==> config.mk <==
export PLATFORM = sky130hd
export DESIGN_NAME = math_expression_tokenizer_top
export DESIGN_NICKNAME = d
export VERILOG_FILES = /design/src/design/mtok_pkg.sv /design/src/design/mtok_front.sv /design/src/design/mtok_queue.sv /design/src/design/mtok_back.sv /design/src/design/math_expression_tokenizer_top.sv
export SDC_FILE = /design/constraint.sdc
export NUM_CORES = 1
export LEC_CHECK = 0
export ABC_AREA = 1
export BUFFER_PORTS_ARGS = -buffer_cell sky130_fd_sc_hd__buf_2
export CAP_MARGIN = 20
export CELL_PAD_IN_SITES_DETAIL_PLACEMENT = 1
export CELL_PAD_IN_SITES_GLOBAL_PLACEMENT = 1
export CORE_ASPECT_RATIO = 1.1
export CORE_MARGIN = 3
export CORE_UTILIZATION = 53
export CTS_CLUSTER_DIAMETER = 40
export DETAILED_ROUTE_END_ITERATION = 7
export PLACE_DENSITY = 0.88
export SYNTH_ARGS = -nofsm -noshare
export SYNTH_HDL_FRONTEND = slang
export SYNTH_SLANG_ARGS = --single-unit
==> constraint.sdc <==
create_clock -name clk -period 16.3 [get_ports clk]
set_clock_uncertainty 0.2 [all_clocks]
set_input_delay 3.26 -clock clk [delete_from_list [all_inputs] [get_ports clk]]
set_output_delay 3.26 -clock clk [all_outputs]
set_load 0.01 [all_outputs]
==> src/design/mtok_pkg.sv <==
// Shared types and constants of the expression tokenizer.
package mtok_pkg;

  localparam int unsigned MAX_NUMBER_LEN = 128;
  localparam int unsigned MAX_EXPR_LEN = 65535;
  localparam int unsigned QUEUE_DEPTH = 4;
  localparam int unsigned QUEUE_AW = $clog2(QUEUE_DEPTH);

  typedef enum logic [3:0] {
    KIND_END     = 4'd0,
    KIND_PLUS    = 4'd1,
    KIND_MINUS   = 4'd2,
    KIND_STAR    = 4'd3,
    KIND_SLASH   = 4'd4,
    KIND_CARET   = 4'd5,
    KIND_LPAREN  = 4'd6,
    KIND_RPAREN  = 4'd7,
    KIND_LBRACE  = 4'd8,
    KIND_RBRACE  = 4'd9,
    KIND_COMMAND = 4'd10,
    KIND_NUMBER  = 4'd11,
    KIND_IDENT   = 4'd12,
    KIND_INVALID = 4'd13
  } tok_kind_t;

  typedef enum logic [1:0] {
    ERR_NONE      = 2'd0,
    ERR_BACKSLASH = 2'd1,
    ERR_TOO_LONG  = 2'd2,
    ERR_CHAR      = 2'd3
  } err_kind_t;

  typedef struct packed {
    tok_kind_t   kind;
    err_kind_t   err;
    logic [15:0] start;
    logic [15:0] len;
  } token_t;

  typedef struct packed {
    token_t first;
    token_t second;
    logic   has_second;
  } bundle_t;

endpackage

==> src/design/mtok_front.sv <==
// Scanner front end: classifies each byte and builds the tokens it completes.
module mtok_front import mtok_pkg::*; (
  input  logic       clk,
  input  logic       rst,
  input  logic [7:0] ch,
  input  logic       in_valid,
  output logic       in_ready,
  input  logic       queue_full,
  output logic       push,
  output bundle_t    push_data
);

  typedef enum logic [2:0] {
    M_IDLE  = 3'd0,
    M_DOT   = 3'd1,
    M_BSL   = 3'd2,
    M_INT   = 3'd3,
    M_FRAC  = 3'd4,
    M_IDENT = 3'd5,
    M_CMD   = 3'd6
  } mode_t;

  localparam logic [7:0] CH_DOT = 8'h2E;
  localparam logic [7:0] CH_BSL = 8'h5C;
  localparam logic [7:0] CH_UND = 8'h5F;
  localparam logic [15:0] NUM_LIMIT = 16'(MAX_NUMBER_LEN);
  localparam logic [15:0] POS_LIMIT = 16'(MAX_EXPR_LEN);

  function automatic logic is_digit(input logic [7:0] c);
    return c inside {[8'h30:8'h39]};
  endfunction

  function automatic logic is_word_start(input logic [7:0] c);
    return (c inside {[8'h41:8'h5A], [8'h61:8'h7A]}) || (c == CH_UND);
  endfunction

  function automatic logic is_blank(input logic [7:0] c);
    return c inside {8'h20, [8'h09:8'h0D]};
  endfunction

  function automatic tok_kind_t single_kind(input logic [7:0] c);
    case (c)
      8'h2B: return KIND_PLUS;
      8'h2D: return KIND_MINUS;
      8'h2A: return KIND_STAR;
      8'h2F: return KIND_SLASH;
      8'h5E: return KIND_CARET;
      8'h28: return KIND_LPAREN;
      8'h29: return KIND_RPAREN;
      8'h7B: return KIND_LBRACE;
      8'h7D: return KIND_RBRACE;
      default: return KIND_END;
    endcase
  endfunction

  function automatic token_t mk_tok(input tok_kind_t k, input err_kind_t e,
                                    input logic [15:0] s, input logic [15:0] l);
    token_t t;
    t.kind = k;
    t.err = e;
    t.start = s;
    t.len = l;
    return t;
  endfunction

  mode_t       mode, mode_next;
  logic [15:0] byte_position, byte_position_next;
  logic [15:0] lexeme_start, lexeme_start_next;
  logic        va, vb, done, is_end, accept;
  token_t      tok_a, tok_b, num_tok;
  tok_kind_t   sk;
  logic [15:0] lex_len;

  assign in_ready = !queue_full;
  assign accept = in_valid && in_ready;
  assign lex_len = byte_position - lexeme_start;
  assign sk = single_kind(ch);
  assign num_tok = (lex_len >= NUM_LIMIT) ?
                   mk_tok(KIND_INVALID, ERR_TOO_LONG, lexeme_start, lex_len) :
                   mk_tok(KIND_NUMBER, ERR_NONE, lexeme_start, lex_len);

  always_comb begin
    va = 1'b0;
    vb = 1'b0;
    done = 1'b0;
    is_end = 1'b0;
    tok_a = '0;
    tok_b = '0;
    mode_next = mode;
    lexeme_start_next = lexeme_start;
    case (mode)
      M_DOT: begin
        if (is_digit(ch)) begin
          mode_next = M_FRAC;
          done = 1'b1;
        end else begin
          va = 1'b1;
          tok_a = mk_tok(KIND_INVALID, ERR_CHAR, lexeme_start, 16'd1);
        end
      end
      M_BSL: begin
        if (is_word_start(ch)) begin
          mode_next = M_CMD;
          lexeme_start_next = byte_position;
          done = 1'b1;
        end else begin
          va = 1'b1;
          tok_a = mk_tok(KIND_INVALID, ERR_BACKSLASH, lexeme_start, 16'd1);
        end
      end
      M_INT: begin
        if (is_digit(ch)) begin
          done = 1'b1;
        end else if (ch == CH_DOT) begin
          mode_next = M_FRAC;
          done = 1'b1;
        end else begin
          va = 1'b1;
          tok_a = num_tok;
        end
      end
      M_FRAC: begin
        if (is_digit(ch)) begin
          done = 1'b1;
        end else begin
          va = 1'b1;
          tok_a = num_tok;
        end
      end
      M_IDENT, M_CMD: begin
        if (is_word_start(ch) || is_digit(ch)) begin
          done = 1'b1;
        end else begin
          va = 1'b1;
          tok_a = mk_tok((mode == M_IDENT) ? KIND_IDENT : KIND_COMMAND, ERR_NONE,
                         lexeme_start, lex_len);
        end
      end
      default: ;
    endcase

    if (!done) begin
      mode_next = M_IDLE;
      if (ch == 8'h00) begin
        vb = 1'b1;
        is_end = 1'b1;
        tok_b = mk_tok(KIND_END, ERR_NONE, byte_position, 16'd0);
        lexeme_start_next = '0;
      end else if (is_blank(ch)) begin
        vb = 1'b0;
      end else if (sk != KIND_END) begin
        vb = 1'b1;
        tok_b = mk_tok(sk, ERR_NONE, byte_position, 16'd1);
      end else if (ch == CH_BSL) begin
        mode_next = M_BSL;
        lexeme_start_next = byte_position;
      end else if (is_digit(ch)) begin
        mode_next = M_INT;
        lexeme_start_next = byte_position;
      end else if (ch == CH_DOT) begin
        mode_next = M_DOT;
        lexeme_start_next = byte_position;
      end else if (is_word_start(ch)) begin
        mode_next = M_IDENT;
        lexeme_start_next = byte_position;
      end else begin
        vb = 1'b1;
        tok_b = mk_tok(KIND_INVALID, ERR_CHAR, byte_position, 16'd1);
      end
    end

    if (is_end) begin
      byte_position_next = '0;
    end else if (byte_position < POS_LIMIT) begin
      byte_position_next = byte_position + 16'd1;
    end else begin
      byte_position_next = byte_position;
    end
  end

  assign push = accept && (va || vb);
  assign push_data.first = va ? tok_a : tok_b;
  assign push_data.second = tok_b;
  assign push_data.has_second = va && vb;

  always_ff @(posedge clk) begin
    if (rst) begin
      mode <= M_IDLE;
      byte_position <= '0;
      lexeme_start <= '0;
    end else if (accept) begin
      mode <= mode_next;
      byte_position <= byte_position_next;
      lexeme_start <= lexeme_start_next;
    end
  end

endmodule

==> src/design/mtok_queue.sv <==
// Short token queue between the scanner and the output stage.
module mtok_queue import mtok_pkg::*; (
  input  logic    clk,
  input  logic    rst,
  input  logic    push,
  input  bundle_t push_data,
  output logic    full,
  input  logic    pop,
  output logic    empty,
  output bundle_t head
);

  bundle_t               mem [QUEUE_DEPTH];
  logic [QUEUE_AW-1:0]   wr_ptr, rd_ptr;
  logic [QUEUE_AW:0]     count;
  logic                  do_push, do_pop;

  assign full = (count == (QUEUE_AW+1)'(QUEUE_DEPTH));
  assign empty = (count == '0);
  assign do_push = push && !full;
  assign do_pop = pop && !empty;
  assign head = mem[rd_ptr];

  always_ff @(posedge clk) begin
    if (do_push) begin
      mem[wr_ptr] <= push_data;
    end
  end

  always_ff @(posedge clk) begin
    if (rst) begin
      wr_ptr <= '0;
      rd_ptr <= '0;
      count <= '0;
    end else begin
      if (do_push) begin
        wr_ptr <= wr_ptr + 1'b1;
      end
      if (do_pop) begin
        rd_ptr <= rd_ptr + 1'b1;
      end
      if (do_push && !do_pop) begin
        count <= count + 1'b1;
      end else if (do_pop && !do_push) begin
        count <= count - 1'b1;
      end
    end
  end

endmodule

==> src/design/mtok_back.sv <==
// Output stage: splits queued token pairs and presents one token per item.
module mtok_back import mtok_pkg::*; (
  input  logic        clk,
  input  logic        rst,
  input  logic        empty,
  input  bundle_t     head,
  output logic        pop,
  output logic        out_valid,
  input  logic        out_ready,
  output logic [3:0]  tok_kind,
  output logic [1:0]  err_kind,
  output logic [15:0] tok_start,
  output logic [15:0] tok_len,
  output logic        primary_start,
  output logic        last_of_run
);

  token_t out_tok, pend_tok;
  logic   out_last, pend_valid, load;

  assign load = !out_valid || out_ready;
  assign pop = load && !pend_valid && !empty;

  always_ff @(posedge clk) begin
    if (rst) begin
      out_valid <= 1'b0;
      pend_valid <= 1'b0;
    end else if (load) begin
      if (pend_valid) begin
        out_valid <= 1'b1;
        pend_valid <= 1'b0;
      end else if (!empty) begin
        out_valid <= 1'b1;
        pend_valid <= head.has_second;
      end else begin
        out_valid <= 1'b0;
      end
    end
  end

  always_ff @(posedge clk) begin
    if (load) begin
      if (pend_valid) begin
        out_tok <= pend_tok;
        out_last <= 1'b1;
      end else if (!empty) begin
        out_tok <= head.first;
        out_last <= !head.has_second;
        pend_tok <= head.second;
      end
    end
  end

  assign tok_kind = out_tok.kind;
  assign err_kind = out_tok.err;
  assign tok_start = out_tok.start;
  assign tok_len = out_tok.len;
  assign last_of_run = out_last;
  assign primary_start = (out_tok.kind == KIND_NUMBER) || (out_tok.kind == KIND_IDENT) ||
                         (out_tok.kind == KIND_COMMAND) || (out_tok.kind == KIND_LPAREN) ||
                         (out_tok.kind == KIND_LBRACE);

endmodule

==> src/design/math_expression_tokenizer_top.sv <==
// Top level of the streaming expression tokenizer.
// The tokenizer takes one source byte per cycle whenever its four-entry token
// queue has room, and the output register delivers one token per cycle while
// out_ready is high. A byte that closes an open lexeme and also forms a token
// of its own yields two tokens, which leave the output one after the other;
// bytes inside a lexeme and whitespace yield none. A completed token goes to the
// queue when its byte is taken, then into the output register; the second token
// of a pair waits in a pending register until the first is accepted. A zero
// byte emits the end token and clears the scanner for the next expression.
module math_expression_tokenizer_top import mtok_pkg::*; (
  input  logic        clk,
  input  logic        rst,
  input  logic [7:0]  ch,
  input  logic        in_valid,
  output logic        in_ready,
  output logic        out_valid,
  input  logic        out_ready,
  output logic [3:0]  tok_kind,
  output logic [1:0]  err_kind,
  output logic [15:0] tok_start,
  output logic [15:0] tok_len,
  output logic        primary_start,
  output logic        last_of_run
);

  logic    push, full, pop, empty;
  bundle_t push_data, head;

  mtok_front u_front (
    .clk        (clk),
    .rst        (rst),
    .ch         (ch),
    .in_valid   (in_valid),
    .in_ready   (in_ready),
    .queue_full (full),
    .push       (push),
    .push_data  (push_data)
  );

  mtok_queue u_queue (
    .clk       (clk),
    .rst       (rst),
    .push      (push),
    .push_data (push_data),
    .full      (full),
    .pop       (pop),
    .empty     (empty),
    .head      (head)
  );

  mtok_back u_back (
    .clk           (clk),
    .rst           (rst),
    .empty         (empty),
    .head          (head),
    .pop           (pop),
    .out_valid     (out_valid),
    .out_ready     (out_ready),
    .tok_kind      (tok_kind),
    .err_kind      (err_kind),
    .tok_start     (tok_start),
    .tok_len       (tok_len),
    .primary_start (primary_start),
    .last_of_run   (last_of_run)
  );

endmodule

Word level (Yosys, flattened, before mapping):

Memory sizes are Yosys's and may differ from the RTL's. A register that Yosys moved wholly into a read port is not among the register bits.
Index checks and enable logic that the tools add are counted.

* add/sub/neg operators: 6
* order comparisons: 10
* equality and inequality tests: 31
* muxes and demuxes: 78
* bitwise logic cells: 2
* reductions and logical operators: 41

Operator list (count)
* 38-bit two-way mux: 17
* 16-bit two-way mux: 12
* 38-bit one-hot mux with 5 select lines: 1
* 8-bit by 6-bit equality test with 1-bit output (second input constant): 8
* 3-bit two-way mux: 15
* 8-bit by 7-bit equality test with 1-bit output (second input constant): 5
* 37-bit two-way mux: 1
* 4-bit one-hot mux with 9 select lines: 1
* 1-bit two-way mux: 26
* 16-bit by 1-bit adder with 16-bit output (second input constant): 1
* 4-bit equality test (second input constant): 4
* 16-bit by 8-bit greater-or-equal comparator with 1-bit output (second input constant): 1
* 8-bit by 7-bit greater-or-equal comparator with 1-bit output (second input constant): 2
* 8-bit by 7-bit <= comparator with 1-bit output (second input constant): 2
* 16-bit less-than comparator (second input constant): 1
* 16-bit subtractor: 1
* 1-bit logical AND: 13
* 3-bit equality test (second input constant): 4
* 3-bit inequality test (second input constant): 4
* 3-bit one-hot mux with 3 select lines: 1
* 8-bit by 4-bit greater-or-equal comparator with 1-bit output (second input constant): 1
* 8-bit by 6-bit greater-or-equal comparator with 1-bit output (second input constant): 1
* 8-bit by 4-bit <= comparator with 1-bit output (second input constant): 1
* 8-bit by 6-bit <= comparator with 1-bit output (second input constant): 1
* 21 further kinds: 44

* register bits: 121
* memory bits (writable): 308
* input port bits: 12
* output and inout port bits: 42
* logic and storage cells: 186
* memories: 1

Memories
* u_queue.mem: depth 4, bits a word 77, rd ports 1, clocked after Yosys merged registers in 1, wr ports 1, RTL line mtok_queue.sv:13 `bundle_t mem [QUEUE_DEPTH];`

Logic depth before layout (Yosys ltp):

Gate-level depths: netlist (run 1).

* depth in word-level cells: 19
* depth in mapped cells: 20
* gate-level depth less buffers: 20

Cells and area by module:

A second synthesis (run 1) with hierarchy kept.

* cells, all modules: 1852
* area, all modules: 19297.3 sq um

By module, submodules not included
* mtok_queue: times used 1, cells each 814, area an instance 11903.9 sq um, seq. area each 9429.0 sq um
* mtok_front: times used 1, cells each 813, area an instance 4460.5 sq um, seq. area each 700.7 sq um
* mtok_back: times used 1, cells each 225, area an instance 2932.8 sq um, seq. area each 2352.3 sq um

Least setup slack after synthesis (run 1):

Ideal clock, no wire load.

* path type: input to register
* from: input port ch[7]
* to: memory u_queue.mem[0][0] (netlist bit), enable pin
* library setup time: 480 ps
* arrival time: 6772 ps
* required time: 15620 ps
* path slack: 8848 ps
* stages on the path: 12
* buffers on the path: 0
* path through: nor2_1 > inv_1 > nor2_1 > nand2_2 > nand2_2 > nor2_4 > nand2_4 > nor2_4 > inv_2 > nand2_1 > nand2_2 > nor2_1

* cells in the longest elaborated chain, start to end: 17
* elaborated cells on any way between the ends: 56
* classes of those cells: 8 x order compare; 13 x eq/ne; 22 x mux; 13 x reduce/logical

RTL lines
* from (decl): RTL line math_expression_tokenizer_top.sv:13 `input logic [7:0] ch,`
* 8-bit by 7-bit greater-or-equal comparator with 1-bit output / 8-bit by 7-bit <= comparator with 1-bit output (equally long branches): RTL line mtok_front.sv:34 `return (c inside {[8'h41:8'h5A], [8'h61:8'h7A]}) || (c == CH_UND);`
* 1-bit logical AND: RTL line mtok_front.sv:34
* 2-bit nonzero test: RTL line mtok_front.sv:34
* 1-bit logical OR: RTL line mtok_front.sv:34
* 1-bit two-way mux: RTL line mtok_front.sv:102, mtok_front.sv:163
* 1-bit two-way mux: RTL line mtok_front.sv:160 `end else if (ch == CH_DOT) begin`
* 1-bit two-way mux: RTL line mtok_front.sv:157 `end else if (is_digit(ch)) begin`
* 1-bit two-way mux: RTL line mtok_front.sv:154 `end else if (ch == CH_BSL) begin`
* 1-bit two-way mux: RTL line mtok_front.sv:151 `end else if (sk != KIND_END) begin`
* 1-bit two-way mux: RTL line mtok_front.sv:149 `end else if (is_blank(ch)) begin`
* 1-bit two-way mux: RTL line mtok_front.sv:144 `if (ch == 8'h00) begin`
* 1-bit two-way mux: RTL line mtok_front.sv:142 `if (!done) begin`
* 1-bit logical OR (*): RTL line mtok_front.sv:181 `assign push = accept && (va || vb);`
* 1-bit logical AND (*): RTL line mtok_front.sv:181
* 1-bit logical AND (*): RTL line mtok_queue.sv:20 `assign do_push = push && !full;`
* 1-bit two-way mux (*): RTL line mtok_queue.sv:25 `if (do_push) begin`
* 1-bit two-way mux (implied by the code) (*): RTL line mtok_queue.sv:26 `mem[wr_ptr] <= push_data;`
* to (decl): RTL line mtok_queue.sv:13

Every way passes the cells marked *; elsewhere a longest branch is shown, timed or not.

Final worst setup path (run 1):

* from: input port ch[1]
* to: register u_queue.count[2]

* cells in the longest elaborated chain, start to end: 18
* elaborated cells on any way between the ends: 59
* classes of those cells: 8 x order compare; 13 x eq/ne; 21 x mux; 17 x reduce/logical

RTL lines
* 8-bit by 7-bit greater-or-equal comparator with 1-bit output / 8-bit by 7-bit <= comparator with 1-bit output (equally long branches): RTL line mtok_front.sv:34
* 1-bit logical AND: RTL line mtok_front.sv:34
* 2-bit nonzero test: RTL line mtok_front.sv:34
* 1-bit logical OR: RTL line mtok_front.sv:34
* 1-bit two-way mux: RTL line mtok_front.sv:102, mtok_front.sv:163
* 1-bit two-way mux: RTL line mtok_front.sv:160
* 1-bit two-way mux: RTL line mtok_front.sv:157
* 1-bit two-way mux: RTL line mtok_front.sv:154
* (+3 left out)
* 1-bit two-way mux: RTL line mtok_front.sv:142
* 1-bit logical OR (*): RTL line mtok_front.sv:181
* 1-bit logical AND (*): RTL line mtok_front.sv:181
* 1-bit logical AND (*): RTL line mtok_queue.sv:20
* named net u_queue.do_push: RTL line mtok_queue.sv:16 `logic do_push, do_pop;`
* 1-bit logical NOT: RTL line mtok_queue.sv:44 `end else if (do_pop && !do_push) begin`
* 1-bit logical AND: RTL line mtok_queue.sv:44
* 2-bit nonzero test (no line)
* to (signal assigned): RTL line mtok_queue.sv:43 `count <= count + 1'b1;`
* to (signal assigned): RTL line mtok_queue.sv:45 `count <= count - 1'b1;`
* to (decl): RTL line mtok_queue.sv:15 `logic [QUEUE_AW:0] count;`

Mark *: on every way through the listed nets, which the timed path passes. The rest lies on a longest branch.
A chain may end at the register's enable or synchronous reset.

==> impl_metrics.json, run 1 <==
{
  "worstPathArrival_ns": 6.30,
  "reg2reg_slack_ns": 12.92,
  "multi_input_area_mm2": 0.00504,
  "wl_per_cell_um": 23.5,
  "rows": 65,
  "setup_slack_ns": 10.27,
  "antenna_found_initial": 0,
  "cp_slowest_cell": "fa_1",
  "syn_nets": 1645,
  "intPower_mw": 2.09,
  "worst_pin_slew_ns": 1.02,
  "dp_slack_ns": 9.82,
  "antenna_left": 0,
  "cts_tree": "built",
  "outcome": "complete, no violations",
  "finalSetupTns_ns": 0,
  "switching_power_mw": 1.20,
  "grt_pass1_wl_um": 74300,
  "die_h_um": 188,
  "timing.rr.end": "u_queue.count[2]",
  "cts_root_buf": "clkbuf_16",
  "cts_resized": 0,
  "slew_viol_final": 0,
  "numPortBuffers": 53,
  "cts_hold_repair.buffers": 0,
  "start_kind": "input pin",
  "rsz0062_at_grt": "no",
  "grt_usage": 0.298,
  "htree_levels": 2,
  "post_cts_buffers": 0,
  "yosysTopAreaCellShare": 0.574,
  "clk_path_buf_depth": 3,
  "clock_sinks": 351,
  "p_total_mw": 3.29,
  "period_share": 0.370,
  "ys_warn_count": 0,
  "grt_pass1_vias": 13200,
  "instances_no_fill": 2054,
  "drt-total-wl_um": 48200,
  "die_x_um": 171,
  "cellLeakagePower_nw": 7.07,
  "gr-total-overflow": 0,
  "vias": 12500,
  "async_reset_ff_frac": 0,
  "crit_type": "in2reg",
  "syn2layout_area_growth_pct": 12.7,
  "antenna_cells": 0,
  "cp-end-kind": "flop",
  "synth_area_leaders": "edfxtp_1 57%, nor2_1 7.1%, nand2_1 6.7%",
  "synth_area_leader_cell": "edfxtp_1",
  "dr.pass1.iters": 5,
  "slew-limit-headroom": 0.310,
  "drc": 0,
  "vias_per_cell": 6.09,
  "gp_congestion": 0.944,
  "fmax_mhz": 166,
  "dp_hpwl_um": 29500,
  "crit_required_ns": 16.57,
  "cts_buffers": 42,
  "nFillCells": 3162,
  "power_density_mw_per_mm2": 183,
  "num-nets-final": 1688,
  "worst_ir_drop_vdd_mv": 0.0931,
  "pwr-share-seq": 0.402,
  "min_from": "u_front.lexeme_start[14]",
  "path_clk_slew_ns": 0.05,
  "path_max_fanout": 39,
  "p_sw_frac": 0.365,
  "die-area_mm2": 0.0322,
  "clkPwrFrac": 0.294,
  "max_stage_delay_ns": 0.46,
  "crit_chain": "buf_2 -> nor2_2 -> nand3_1 -> nand3_2 -> nand2_2 -> inv_2 -> nand2_1 -> nand2_1 -> nor2_2 -> buf_4 -> nand2_1 -> nand2_2 -> inv_1 -> ha_1 -> inv_1 -> fa_1 -> nor2_1 -> nor2_1 -> nand2_1 -> o21ai_0 -> a21oi_1",
  "synthCells": 1610,
  "hold_violations": 0,
  "grt_max_degree": 107,
  "clk_latency_ns": 0.54,
  "drv_cap": 0,
  "initial_core_util": 0.546,
  "synthFlopType": "edfxtp_1",
  "layout-drive-gt1-share": 0.110,
  "crit_path_frequent_cell": "nand2_1",
  "drt_iter0_markers": 1200,
  "dpl.cell_count": 1975,
  "hold_class": "reg2reg",
  "final_util": 0.615,
  "r2r_cells": 14,
  "synth_edf_count": 305,
  "syn_avg_cell_area_um2": 9.90,
  "p_comb_frac": 0.304,
  "min_period_ns": 6.03,
  "min_to": "u_front.lexeme_start[14]",
  "hold_depth": 2,
  "ff_latch_area_mm2": 0.0101,
  "finalSetupViolations": 0,
  "r2r_start": "u_queue.count[0]",
  "yosys_register_bits": 351,
  "core_mm2": 0.0292,
  "ioPinCount": 54,
  "synth_area_mm2": 0.0159,
  "synth_cell_type_count": 41,
  "seq_area_frac_synth": 0.632
}
## placed cells by master (no fill, tap or decap), types with 14 or more instances in the layout
cell type,instances
dfxtp_1,44
edfxtp_1,305
nor2_1,297
a31oi_1,23
nand2_1,283
clkbuf_16,43
o22ai_1,24
o21ai_0,162
ha_1,21
o21ai_1,14
nand3_1,78
a21oi_1,60
inv_1,133
buf_2,53
## through the flow
| stage | area [um2] | hold WS (ns) |
|---|---|---|
| after detailed placement | 16500 | 0.257 |
| after CTS | 17900 | 0.276 |
| final | 18000 | 0.273 |
| after floorplan | 15900 | 0.236 |
| after global routing | 18000 | 0.293 |
| after global placement | 16500 | 0.248 |
## cells in the mapped netlist (4+ instances only)
cell and number:
edfxtp_1 305, nor2_1 301, nand2_1 283, o21ai_0 162, inv_1 134, nand3_1 78, a21oi_1 60, clkbuf_1 50
dfxtp_1 46, o22ai_1 24, a31oi_1 23, ha_1 21, o21ai_1 14, nand3_2 10, nor3_1 10, nand2_2 9
nand4_1 8, a211oi_1 7, inv_2 7, xor2_1 7, buf_2 5, buf_6 5, nor2_4 5, buf_4 4
nor2_2 4
## power groups by stage
stage	Sequential (mW)	Combinational, mW	Clock, mW
2_1_floorplan	1.34	0.600	0
3_3_place_gp	1.31	0.876	0
3_5_place_dp	1.33	0.949	0
4_1_cts	1.32	0.983	0.972
5_1_grt	1.34	1.10	1.01
6_report	1.32	1.00	0.969
## worst max-delay path, delay by kind of cell
kind	cells	cell delay (ns)
and+or+nand+nor	12	1.30
buffers and inverters	5	0.90
adders and majority gates	2	0.63
AOI/OAI and AO/OA	2	0.20
## kinds of logic (layout without fill, tap and decap cells)
logic type	count (synthesis)	count (layout)	share of synthesized area
and+or+nand+nor	721	721	0.191
DFF	351	351	0.632
AOI/OAI and AO/OA	295	295	0.0989
buffers and inverters	210	286	0.0538
adders and majority gates	23	23	0.0190
xor gates and xnor gates	10	10	0.00549
## worst max path at each step
stage,depth (start not counted),from,slack [ns],endpoint
finish,21,ch[1],10.27,u_queue.count[2]
global route,22,ch[7],9.98,u_queue.count[2]
CTS,22,ch[7],10.28,u_queue.count[2]
detailed placement,21,ch[1],9.82,u_queue.count[2]
global placement,22,ch[7],9.95,u_queue.count[2]
floorplan,12,ch[7],8.85,u_queue.mem[0][0]
## final cells by class
type / instances / area share
multi-input cells: 1049 / 0.281
repair buffers: 67 / 0.0217
clock buffers: 47 / 0.0607
clock inverters: 30 / 0.0201
inverters: 142 / 0.0297
well taps: 368 / 0.0256
flip-flops and latches: 351 / 0.562
## routing by layer
layer	global-route usage	vias to the layer above	part of all wire
met5	0	-	0
met4	0.114	0	0.037
met3	0.0428	124	0.068
met2	0.503	592	0.49
met1	0.391	6215	0.41
li1	-	5576	-
## state kept, by name, indices dropped and copies added (netlist names), 4 cells and up, named ones only
signal                 cells
u_queue.mem              244
u_back.pend_tok           22
u_back.tok_len            16
u_back.tok_start          16
u_front.byte_position     16
u_front.lexeme_start      16
u_back.tok_kind            4
(Power assumes the default switching activity.)
==> inputs of run 2 (changes only) <==
ABC_AREA = 0   (was 1)
PLACE_DENSITY = 0.83   (was 0.88)
clock period = 5.7 ns   (was 16.3 ns; I/O delays follow)
==> run 2 against run 1 <==
Worst hold slack better by 0.033 ns. First-iteration DRC count fell by 42%. Sequential power rose to 2.8 times the previous value. Sequential cell count is the same. Routed wire length decreased by 24%. Core utilization is 0.74 points higher. Critical path depth decreased by 8. Power up 140%. Via count fell by 30%. Die area down 6.1%. Area after synthesis shrank 6.3%. Global-route usage shrank 5.3 points. Critical path type unchanged. Critical endpoint unchanged.
==> impl_metrics.json, run 2 <==
{
  "outcome": "complete, no violations",
  "dp_hpwl_um": 22500,
  "seq_area_frac_synth": 0.674,
  "synthCells": 946,
  "post_cts_buffers": 0,
  "grt_pass1_vias": 9476,
  "clkPwrFrac": 0.334,
  "path_clk_slew_ns": 0.06,
  "synth.most_common_cell": "edfxtp_1",
  "syn_avg_cell_area_um2": 15.8,
  "nFillCells": 2471,
  "p_sw_frac": 0.281,
  "antenna_found_initial": 0,
  "ys_top_cells_by_count": "305 x edfxtp_1, 61 x mux4_2, 58 x nor2_1",
  "largest_reg_flops": 244,
  "slew-limit-headroom": 0.360,
  "period_share": 0.752,
  "intPower_mw": 5.73,
  "cts_hold_repair.buffers": 0,
  "grt_max_degree": 43,
  "drc": 0,
  "cts_resized": 0,
  "finalSetupViolations": 0,
  "cellLeakagePower_nw": 5.85,
  "path_max_fanout": 21,
  "initial_core_util": 0.546,
  "syn2layout_area_growth_pct": 13.9,
  "cts_tree": "built",
  "ioPinCount": 54,
  "start_kind": "input pin",
  "power_density_mw_per_mm2": 468,
  "die_x_um": 166,
  "setup.worst_path.start": "ch[2]",
  "final_util": 0.623,
  "worst_ir_drop_vdd_mv": 0.316,
  "min_from": "u_front.lexeme_start[7]",
  "numPortBuffers": 53,
  "die-area_mm2": 0.0303,
  "switching_power_mw": 2.24,
  "final_cell_mix": "305 x edfxtp_1, 61 x mux4_2, 57 x nor2_1",
  "crit_type": "in2reg",
  "clk_latency_ns": 0.53,
  "crit_required_ns": 5.95,
  "synth_area_leaders": "edfxtp_1 61%, mux4_2 9.2%, dfxtp_1 6.2%",
  "finalSetupTns_ns": 0,
  "crit_chain": "buf_2 -> or4_4 -> o221ai_4 -> and4_1 -> o21ai_2 -> nand2_1 -> o21a_2 -> ha_1 -> inv_1 -> fa_1 -> xor2_1 -> or3_1 -> a21oi_1",
  "pwr-share-seq": 0.457,
  "hold_violations": 0,
  "worst_pin_slew_ns": 0.960,
  "gp_congestion": 0.861,
  "layout_commonest_cell": "edfxtp_1",
  "min_period_ns": 4.29,
  "synth_edf_count": 305,
  "synthFlopType": "edfxtp_1",
  "max_stage_delay_ns": 0.60,
  "wl_per_cell_um": 26.2,
  "synth_cell_type_count": 78,
  "gr-total-overflow": 0,
  "clock_sinks": 351,
  "dr.pass1.iters": 5,
  "cts_buffers": 42,
  "async_reset_ff_frac": 0,
  "rows": 63,
  "num-nets-final": 1043,
  "grt_pass1_wl_um": 57300,
  "vias_per_cell": 6.26,
  "antenna_cells": 0,
  "cts_root_buf": "clkbuf_16",
  "htree_levels": 2,
  "yosys_register_bits": 351,
  "antenna_left": 0,
  "cp-end-kind": "flop",
  "synth_area_leader_cell": "edfxtp_1",
  "hold_class": "reg2reg",
  "cp_slowest_cell": "or4_4",
  "drt-total-wl_um": 36600,
  "fmax_mhz": 233,
  "p_comb_frac": 0.208,
  "drv_cap": 0,
  "core_mm2": 0.0274,
  "die_h_um": 182,
  "slew_viol_final": 0,
  "yosysTopAreaCellShare": 0.613,
  "syn_nets": 981,
  "r2r_start": "u_front.byte_position[0]",
  "vias": 8749,
  "top_register": "u_queue.mem",
  "drt_iter0_markers": 697,
  "grt_usage": 0.245,
  "layout-drive-gt1-share": 0.243,
  "ys_warn_count": 0,
  "top_regs": "u_queue.mem (244), u_back.pend_tok (22)",
  "worstPathArrival_ns": 4.53,
  "clk_path_buf_depth": 3,
  "synth_area_mm2": 0.0149,
  "rsz0062_at_grt": "no"
}
run 2: final cells by class:
class	instances	area [um2]	share of cell area
well taps	357	447	0.0262
clock buffers	52	1130	0.0663
multi-input cells	515	4560	0.268
repair buffers	66	417	0.0245
clock inverters	25	273	0.0160
inverters	32	120	0.00705
flip-flops and latches	351	10100	0.592
run 2: cell families after synthesis:
group / synth area share
fa+ha+maj: 0.0203
xor+xnor: 0.0193
simple gates: 0.0872
compound gates: 0.0647
buf+inv: 0.0221
mux: 0.112
flops: 0.674
run 2: per-stage QoR:
| stage | std cells | hold WS, ns | cell area, um2 | power (mW) | setup slack [ns] |
|---|---|---|---|---|---|
| floorplan | 946 | 0.269 | 14900 | 4.71 | 0.758 |
| global placement | 1320 | 0.277 | 15600 | 5.24 | 0.814 |
| detailed placement | 1321 | 0.289 | 15600 | 5.36 | 0.578 |
| global route | 1398 | 0.324 | 17000 | 8.32 | 1.22 |
| finish | 1398 | 0.305 | 17000 | 7.97 | 1.41 |
| CTS | 1398 | 0.307 | 17000 | 8.03 | 1.04 |
run 2: power groups by stage:
stage               clock network, mW  registers, mW  logic, mW
finish                           2.66           3.65       1.66
global placement                    0           3.65       1.59
CTS                              2.69           3.66       1.69
global route                     2.82           3.70       1.79
detailed placement                  0           3.70       1.67
floorplan                           0           3.66       1.05
run 2: final timing paths:
kind	slack [ns]	depth (start not counted)	endpoint
setup / recovery	1.41	13	u_queue.count[2]
hold / removal	0.31	1	u_front.lexeme_start[7]
setup reg to reg	1.48	11	u_queue.mem[3][74]
hold reg to reg	0.31	1	u_front.lexeme_start[7]
run 2: metal layers:
layer / track usage / share of wire / vias up
met1: 0.317 / 0.41 / 4610
met2: 0.437 / 0.53 / 261
met3: 0.0344 / 0.042 / 61
li1: - / - / 3817
met5: 0 / 0 / -
met4: 0.0712 / 0.023 / 0
run 2: worst max-delay path: cells and delay by family:
kind	cells	cell delay (ns)
and+or+nand+nor	4	1.41
AOI/OAI and AO/OA	4	0.89
adders and majority gates	2	0.64
buffers and inverters	2	0.27
xor gates and xnor gates	1	0.18
==> inputs of run 3 (changes only) <==
ABC_AREA = 1   (was 0)
CORE_UTILIZATION = 49   (was 53)
PLACE_DENSITY = 0.82   (was 0.83)
clock period = 4 ns   (was 5.7 ns; I/O delays follow)
==> run 3 against run 2 <==
Count of clock-buffer cells in the layout is 3 higher. Clock power is 42% higher. Setup slack worse by 0.84 ns.
==> impl_metrics.json, run 3 (synthesized netlist as in run 1, its figures left out) <==
{
  "outcome": "complete, no violations",
  "hold_slack_ns": 0.265,
  "drt_iter0_markers": 1259,
  "clk_latency_ns": 0.54,
  "rows": 68,
  "path_max_fanout": 17,
  "cellLeakagePower_nw": 7.09,
  "power_density_mw_per_mm2": 734,
  "syn2layout_area_growth_pct": 13.4,
  "worstPathArrival_ns": 3.69,
  "clock_sinks": 351,
  "num-nets-final": 1698,
  "setup_slack_ns": 0.573,
  "drc": 0,
  "slew_viol_final": 0,
  "die_h_um": 195,
  "drv_cap": 0,
  "grt_pass1_wl_um": 74800,
  "vias": 12400,
  "wl_met2_um": 24600,
  "wl_per_cell_um": 22.9,
  "vias_per_cell": 5.84,
  "r2r_cells": 14,
  "antenna_found_initial": 0,
  "gp_congestion": 0.870,
  "reg2reg_slack_ns": 0.65,
  "gr-total-overflow": 0,
  "clk_path_buf_depth": 3,
  "wl_met3_um": 3060,
  "largest_reg_flops": 244,
  "slew-limit-headroom": 0.393,
  "route.top_layer_used": "met4",
  "htree_levels": 2,
  "grt_max_degree": 73,
  "initial_core_util": 0.502,
  "hold_class": "reg2reg",
  "crit_required_ns": 4.27,
  "worst_ir_drop_vdd_mv": 0.368,
  "period_share": 0.857,
  "top_regs": "u_queue.mem (244), u_back.pend_tok (22)",
  "numPortBuffers": 53,
  "min_period_ns": 3.43,
  "met1Wirelength_um": 19300,
  "dp_slack_ns": 0.0649,
  "path_clk_slew_ns": 0.06,
  "layout-drive-gt1-share": 0.115,
  "cts_hold_repair.buffers": 0,
  "hold_violations": 0,
  "post_cts_buffers": 0,
  "dp_hpwl_um": 30900,
  "postPlaceCellArea_mm2": 0.0167,
  "cp-end-kind": "flop",
  "crit_type": "in2reg",
  "die_x_um": 178,
  "cts_resized": 0,
  "grt_usage": 0.280,
  "design_area_mm2": 0.0181,
  "grt_pass1_vias": 13100,
  "finalSetupViolations": 0,
  "cts_tree": "built",
  "antenna_left": 0,
  "cts_buffers": 42,
  "rsz0062_at_grt": "no",
  "top_register": "u_queue.mem",
  "ioPinCount": 54,
  "hold_depth": 2,
  "layout_commonest_cell": "edfxtp_1",
  "fmax_mhz": 292,
  "die-area_mm2": 0.0347,
  "start_kind": "input pin",
  "antenna_cells": 0,
  "worst_pin_slew_ns": 0.905,
  "final_cell_mix": "305 x edfxtp_1, 297 x nor2_1, 283 x nand2_1",
  "drt-total-wl_um": 48400,
  "core_mm2": 0.0317,
  "final_util": 0.570,
  "cts_root_buf": "clkbuf_16",
  "dr.pass1.iters": 5
}
[run 3: cell count changes in the layout (fill, tap and decap cells not counted), moves of 49 or more]
cell     previous run  this run
nand2_1            40       283
o21ai_0            26       162
nor2_1             57       297
inv_1              31       133
mux4_2             61         0
nand3_1            29        78
[run 3: stage by stage]
step           total power, mW  TNS (ns)  std cells
6_report                  13.3         0       2117
5_1_grt                   14.0         0       2117
4_1_cts                   13.3         0       2117
3_5_place_dp              9.44         0       2039
3_3_place_gp              9.09         0       2039
2_1_floorplan             7.89   -242.04       1610
[run 3: cell type report]
class | count | area [um2]
clock inverter | 23 | 189
clock buffer | 55 | 1190
fill | 3450 | 13700
sequential | 351 | 10100
inverter | 142 | 533
tap | 420 | 526
timing repair buffer | 77 | 508
multi-input combinational | 1049 | 5050
[run 3: final timing paths]
kind,startpoint,end
hold / removal,u_front.lexeme_start[12],u_front.lexeme_start[12]
setup reg to reg,u_front.byte_position[0],u_queue.mem[2][72]
setup / recovery,ch[3],u_queue.count[2]
hold reg to reg,u_front.lexeme_start[12],u_front.lexeme_start[12]
[run 3: worst max-delay path: stages]
cell,delay (ns)
buf_2,0.14
o21ai_1,0.13
nand2_2,0.17
nand2_2,0.10
nor2_4,0.40
nand2_4,0.24
nor2_4,0.15
inv_2,0.04
nand2_1,0.07
nand2_2,0.16
inv_1,0.16
ha_1,0.16
inv_1,0.08
fa_1,0.45
nor2_1,0.13
nor2_1,0.05
nand2_1,0.07
o21ai_0,0.07
a21oi_1,0.13
[run 3: where the power goes]
| part | internal (mW) | total, mW | switching (mW) |
|---|---|---|---|
| clock network | 2.20 | 3.77 | 1.57 |
| registers | 5.06 | 5.44 | 0.380 |
| logic | 1.13 | 4.05 | 2.92 |
[run 3: metal layers]
metal | track usage | vias to the layer above
li1 | - | 5604
met1 | 0.359 | 6158
met2 | 0.478 | 481
met3 | 0.0486 | 112
met4 | 0.0975 | 0
met5 | 0 | -
